$ cat src/rtl/stet_pkg.sv
// Shared types, codes and defaults for the sorted top entries table.
`default_nettype none

package stet_pkg;

    localparam int ENTRIES_DEF    = 16;
    localparam int NAME_CHARS_DEF = 8;

    localparam int MODE_W  = 3;
    localparam int NAME_W  = 64;
    localparam int SCORE_W = 32;
    localparam int TAG_W   = 32;
    localparam int POS_W   = 8;

    localparam logic [MODE_W-1:0] MODE_INSERT    = 3'd0;
    localparam logic [MODE_W-1:0] MODE_DEL_POS   = 3'd1;
    localparam logic [MODE_W-1:0] MODE_DEL_MATCH = 3'd2;
    localparam logic [MODE_W-1:0] MODE_CLEAR     = 3'd3;
    localparam logic [MODE_W-1:0] MODE_READ      = 3'd4;

    // name, score, tag, position
    localparam int IN_DATA_W  = 136;
    // ok, read_name, read_score, is_empty, is_full, last_score
    localparam int OUT_DATA_W = 136;

    typedef struct packed {
        logic load;
        logic find;
        logic apply;
    } t_cmd;

endpackage

`default_nettype wire

$ cat src/rtl/stet_ctrl.sv
// Sequencing state machine: load, compare, update, hand out the result beat.
`default_nettype none

module stet_ctrl (
    input  wire             i_clk,
    input  wire             i_rst_n,
    input  wire             i_in_valid,
    output logic            o_in_ready,
    output logic            o_out_valid,
    input  wire             i_out_ready,
    output stet_pkg::t_cmd  o_cmd
);

    localparam logic [1:0] S_IDLE  = 2'd0;
    localparam logic [1:0] S_FIND  = 2'd1;
    localparam logic [1:0] S_APPLY = 2'd2;
    localparam logic [1:0] S_OUT   = 2'd3;

    logic [1:0] r_state;
    logic [1:0] n_state;

    always_comb begin
        n_state = r_state;
        case (r_state)
            S_IDLE: begin
                if (i_in_valid) begin
                    n_state = S_FIND;
                end
            end
            S_FIND:  n_state = S_APPLY;
            S_APPLY: n_state = S_OUT;
            S_OUT: begin
                if (i_out_ready) begin
                    n_state = S_IDLE;
                end
            end
            default: n_state = S_IDLE;
        endcase
    end

    always_ff @(posedge i_clk) begin
        if (!i_rst_n) begin
            r_state <= S_IDLE;
        end else begin
            r_state <= n_state;
        end
    end

    assign o_in_ready  = (r_state == S_IDLE);
    assign o_out_valid = (r_state == S_OUT);
    assign o_cmd.load  = (r_state == S_IDLE) && i_in_valid;
    assign o_cmd.find  = (r_state == S_FIND);
    assign o_cmd.apply = (r_state == S_APPLY);

    a_load_to_find: assert property (@(posedge i_clk) disable iff (!i_rst_n)
        o_cmd.load |=> o_cmd.find)
        else $error("load not followed by compare");
    a_find_to_apply: assert property (@(posedge i_clk) disable iff (!i_rst_n)
        o_cmd.find |=> o_cmd.apply)
        else $error("compare not followed by update");
    a_apply_to_out: assert property (@(posedge i_clk) disable iff (!i_rst_n)
        o_cmd.apply |=> o_out_valid)
        else $error("update not followed by result beat");

endmodule

`default_nettype wire

$ cat config.mk
export PLATFORM = sky130hd
export DESIGN_NAME = stet_ctrl
export DESIGN_NICKNAME = d
export VERILOG_FILES = /design/src/rtl/stet_pkg.sv /design/src/rtl/stet_ctrl.sv
export SDC_FILE = /design/constraint.sdc
export NUM_CORES = 1
export LEC_CHECK = 0
export ABC_AREA = 1
export BUFFER_PORTS_ARGS = -buffer_cell sky130_fd_sc_hd__buf_2
export CAP_MARGIN = 20
export CORE_AREA = 2 2 39 41
export CTS_BUF_LIST = sky130_fd_sc_hd__clkbuf_2 sky130_fd_sc_hd__clkbuf_4 sky130_fd_sc_hd__clkbuf_8
export DETAILED_ROUTE_END_ITERATION = 7
export DIE_AREA = 0 0 41 43
export HOLD_SLACK_MARGIN = 0.02
export PLACE_DENSITY = 0.4
export REMOVE_ABC_BUFFERS = 1
export SLEW_MARGIN = 30
export SYNTH_ARGS = -nofsm -noshare
export SYNTH_HDL_FRONTEND = slang
export SYNTH_SLANG_ARGS = --single-unit
$ cat constraint.sdc
create_clock -name i_clk -period 2.6 [get_ports i_clk]
set_input_delay 0.39 -clock i_clk [delete_from_list [all_inputs] [get_ports i_clk]]
set_output_delay 0.39 -clock i_clk [all_outputs]
set_load 0.02 [all_outputs]
## Yosys cells after proc, flatten, opt, wreduce, memory -nomap -nowiden

Cells that the tools add are included.

- Reduce and logical (&&, ||, !) cells: 3
- Mux-type cells: 3
- Eq/ne operators: 5

Operators with widths:

| operator | count |
|---|---|
| 2-bit case mux with 4 select lines | 1 |
| 2-bit equality test (second input constant) | 2 |
| 2-bit two-way mux | 2 |
| 2-bit by 1-bit equality test with 1-bit output (second input constant) | 1 |
| 2-bit zero test | 1 |
| 2-bit by 1-bit inequality test with 1-bit output (second input constant) | 1 |
| 2-bit inequality test (second input constant) | 1 |
| 2-bit AND reduction | 1 |
| 1-bit logical AND | 1 |

- Bits of input ports: 4
- Word-level logic and storage cells: 12
- Flip-flop bits (word level): 2

## Depth between registers and ports, before layout

- Word-level depth: 3
- Gate-level depth with buffers: 6

## Worst setup path after synthesis

OpenSTA, ideal clock, no wires.

- Path type: flip-flop to output port
- Start point: register r_state[0]
- End point: output o_cmd[2] (netlist name)
- Required time: 2.210 ns
- Buffers on the path: 0
- Setup slack: 1.274 ns
- Data arrival time: 0.936 ns
- Stages on the path, launching flop included: 5
- Cell sequence: dfxtp_1 > inv_1 > ha_1 > nand2_1 > inv_1

RTL lines:

| item | line | source |
|---|---|---|
| start, declared | stet_ctrl.sv:19 | `logic [1:0] r_state;` |
| start signal, assigned | stet_ctrl.sv:45 | `r_state <= n_state;` |
| end, declared | stet_ctrl.sv:11 | `output stet_pkg::t_cmd o_cmd` |

==> qor.yml <==
outcome:
  status: "complete, no violations"
power:
  p_per_area_mw_per_mm2: 1198
  clkPwrFrac_pct: 22.6
  switching_share_pct: 46.40
  leakage_uw: 0.0001545
  p_sw_uw: 139.8
  pwr-share-seq_pct: 19.5
  combPwrFrac_pct: 57.9
  irDropWorstVdd_uv: 284.2
  internal_power_uw: 161.5
global_route:
  grt_antenna_before_repair: 0
  grt_max_degree: 5
  grt_use_total_pct: 4.910
  overflow: 0
  grt_pass1_wl_microns: 510
  grt_pass1_vias: 153
cells_and_area:
  fill_cells: 164
  diodes: 0
  final_area_sq_um: 251.5
  largest_reg_flops: 2
  regArea_sq_um: 40.04
  fin_nets: 45
  multi_input_area_sq_um: 106.4
  top_register: "r_state"
  area_growth_pct: 48.89
  drive_gt1_share_pct: 37.14
  reg_top3: "r_state: 2 flops"
sta:
  final.setup.tns_ps: 0
  setup_viol: 0
  rsz0062_at_grt: "false"
  post-route-period-util_pct: 59.75
  max_clock_freq_mhz: 643.7
  worst_pin_slew_ps: 152.3
  slew_violations: 0
  skew_ps: 0.4577
  fin_crit_ps: 1554
  maxSlewHeadroom_pct: 89.85
  finalHoldViolCount: 0
cts:
  clk_path_buf_depth: 2
  cts_setup_buffers: 0
  h-tree-depth: 1
  cts_hold_buf: 0
  cts_sinks: 2
  cts_made_buffers: 3
  path_clk_slew_ps: 30
  clkLatencyLatePin_ps: 220
  cts_resized: 0
  cts_tree: "yes"
  clk_root_buffer_cell: "clkbuf_4"
logic_synthesis:
  syn_area_sq_um: 168.9
  synth_area_per_cell_sq_um: 7.038
  synth-xor-area-share_pct: 0
  synth_fa_ha_area_share_pct: 29.63
  synth_top_family_by_area: "adder cells"
  synth_seq_cells: 2
  yosys.area_share.simple_pct: 27.41
  yosys_warnings: 0
  muxShareOfSynthArea_pct: 0
  synth_seq_area_share_pct: 23.70
  synthCells: 24
  ys_types: 8
  synth-compound-area-share_pct: 5.926
critical_path:
  regToRegSetupSlack_ps: 1520
  reg2reg_depth: 6
  worstReg2RegEnd: "r_state[1]"
  arrival_ps: 1160
  worst_setup_path_start_kind: "flop"
  critPathKind: "flop to output port"
  r2r-start: "r_state[0]"
  required_ps: 2210
  worstSetupEndpointType: "output port"
  path_max_fanout: 4
drt:
  drt-initial-drc-count: 0
  routed_wl_microns: 364
  drt-wirelength-per-cell_microns: 7.137
  vias_per_cell: 3.157
  first_pass_iters: 1
  route.detailed.drc: 0
  antenna_left: 0
  vias: 161
floorplan:
  rows: 14
  chipHeight_microns: 43
  core_area_sq_mm: 0.001384
  die_area_sq_mm: 0.001763
  start_util_pct: 12.21
  ioPinCount: 9
  dieWidth_microns: 41
min_path:
  holdPathEnd: "r_state[1]"
  hold_class: "primary input to flop"
  whs_path_depth: 3
  min_from: "i_rst_n"
place:
  numPortBuffers: 8
  gp_congestion: 0.5839
  placed_cell_area_sq_um: 229.0
  dp_hpwl_microns: 284.7
flow_run:
  cap_violations: 0
-- cells by family after synthesis --
group                      after synthesis
and+or+nand+nor                         10
buffers and inverters                    6
adders and majority gates                4
AOI/OAI and AO/OA                        2
DFF                                      2
-- synth_stat cells --
master	number	area, sq um
nand2_1	5	18.77
inv_1	6	22.52
a21oi_1	2	10.01
nand3_2	1	10.01
dfxtp_1	2	40.04
nor2_1	3	11.26
ha_1	4	50.05
nand2_2	1	6.260
-- per-stage QoR --
step           total power, uW  setup slack [ps]  instances  hold WS [ps]  utilization [%]
2_1_floorplan            194.6              1274         24         491.5                -
3_3_place_gp             235.4              1288         48         540.7            16.55
3_5_place_dp             235.8              1274         48         539.1            16.55
4_1_cts                  310.9              1028         51         402.9            18.17
5_1_grt                  331.8             949.9         51         418.3            18.17
6_report                 301.2              1046         51         409.9            18.17
-- worst max-delay path, stage by stage (launching register included) --
cell and delay, ps:
dfxtp_1 370, inv_1 80, ha_1 250, nand2_1 70
inv_1 30, buf_2 140
-- power by group through the flow --
stage	logic (uW)	clock network, uW	registers (uW)
after floorplan	139	0	55.4
after CTS	178	74.6	58.6
after global routing	197	74.2	60.4
after global placement	176	0	59.7
final	174	68.2	58.6
after detailed placement	177	0	59.1
-- layer usage --
| metal | up-vias | part of all wire [%] | global-route usage, % | wire (microns) |
|---|---|---|---|---|
| met4 | 0 | 0 | 8.000 | 0 |
| met5 | - | 0 | 0 | 0 |
| met1 | 62 | 43 | 4.792 | 157 |
| met3 | 0 | 12 | 2.094 | 43 |
| li1 | 92 | - | - | - |
| met2 | 7 | 45 | 5.625 | 164 |
-- cell type report --
| cell class | count | area share [%] |
|---|---|---|
| clock buffers | 3 | 8.955 |
| multi-input cells | 16 | 42.29 |
| flip-flops and latches | 2 | 15.92 |
| inverters | 6 | 8.955 |
| repair buffers | 8 | 15.92 |
| well taps | 16 | 7.960 |
-- layout by cell type (no fill, tap or decap) --
master	count
clkbuf_4	3
ha_1	4
nor2_1	3
nand2_1	5
inv_1	6
nand3_2	1
a21oi_1	2
dfxtp_1	2
buf_2	8
nand2_2	1
-- worst max path at each step --
stage / start / to / slack (ps) / cells after the start
5_1_grt: r_state[0] / o_cmd[2] / 950 / 5
6_report: r_state[0] / o_cmd[2] / 1050 / 5
3_5_place_dp: r_state[0] / o_cmd[2] / 1270 / 5
3_3_place_gp: r_state[0] / o_cmd[2] / 1290 / 5
4_1_cts: r_state[0] / o_cmd[2] / 1030 / 5
2_1_floorplan: r_state[0] / o_cmd[2] / 1270 / 4
No activity file was read; power rests on OpenSTA's default activity.
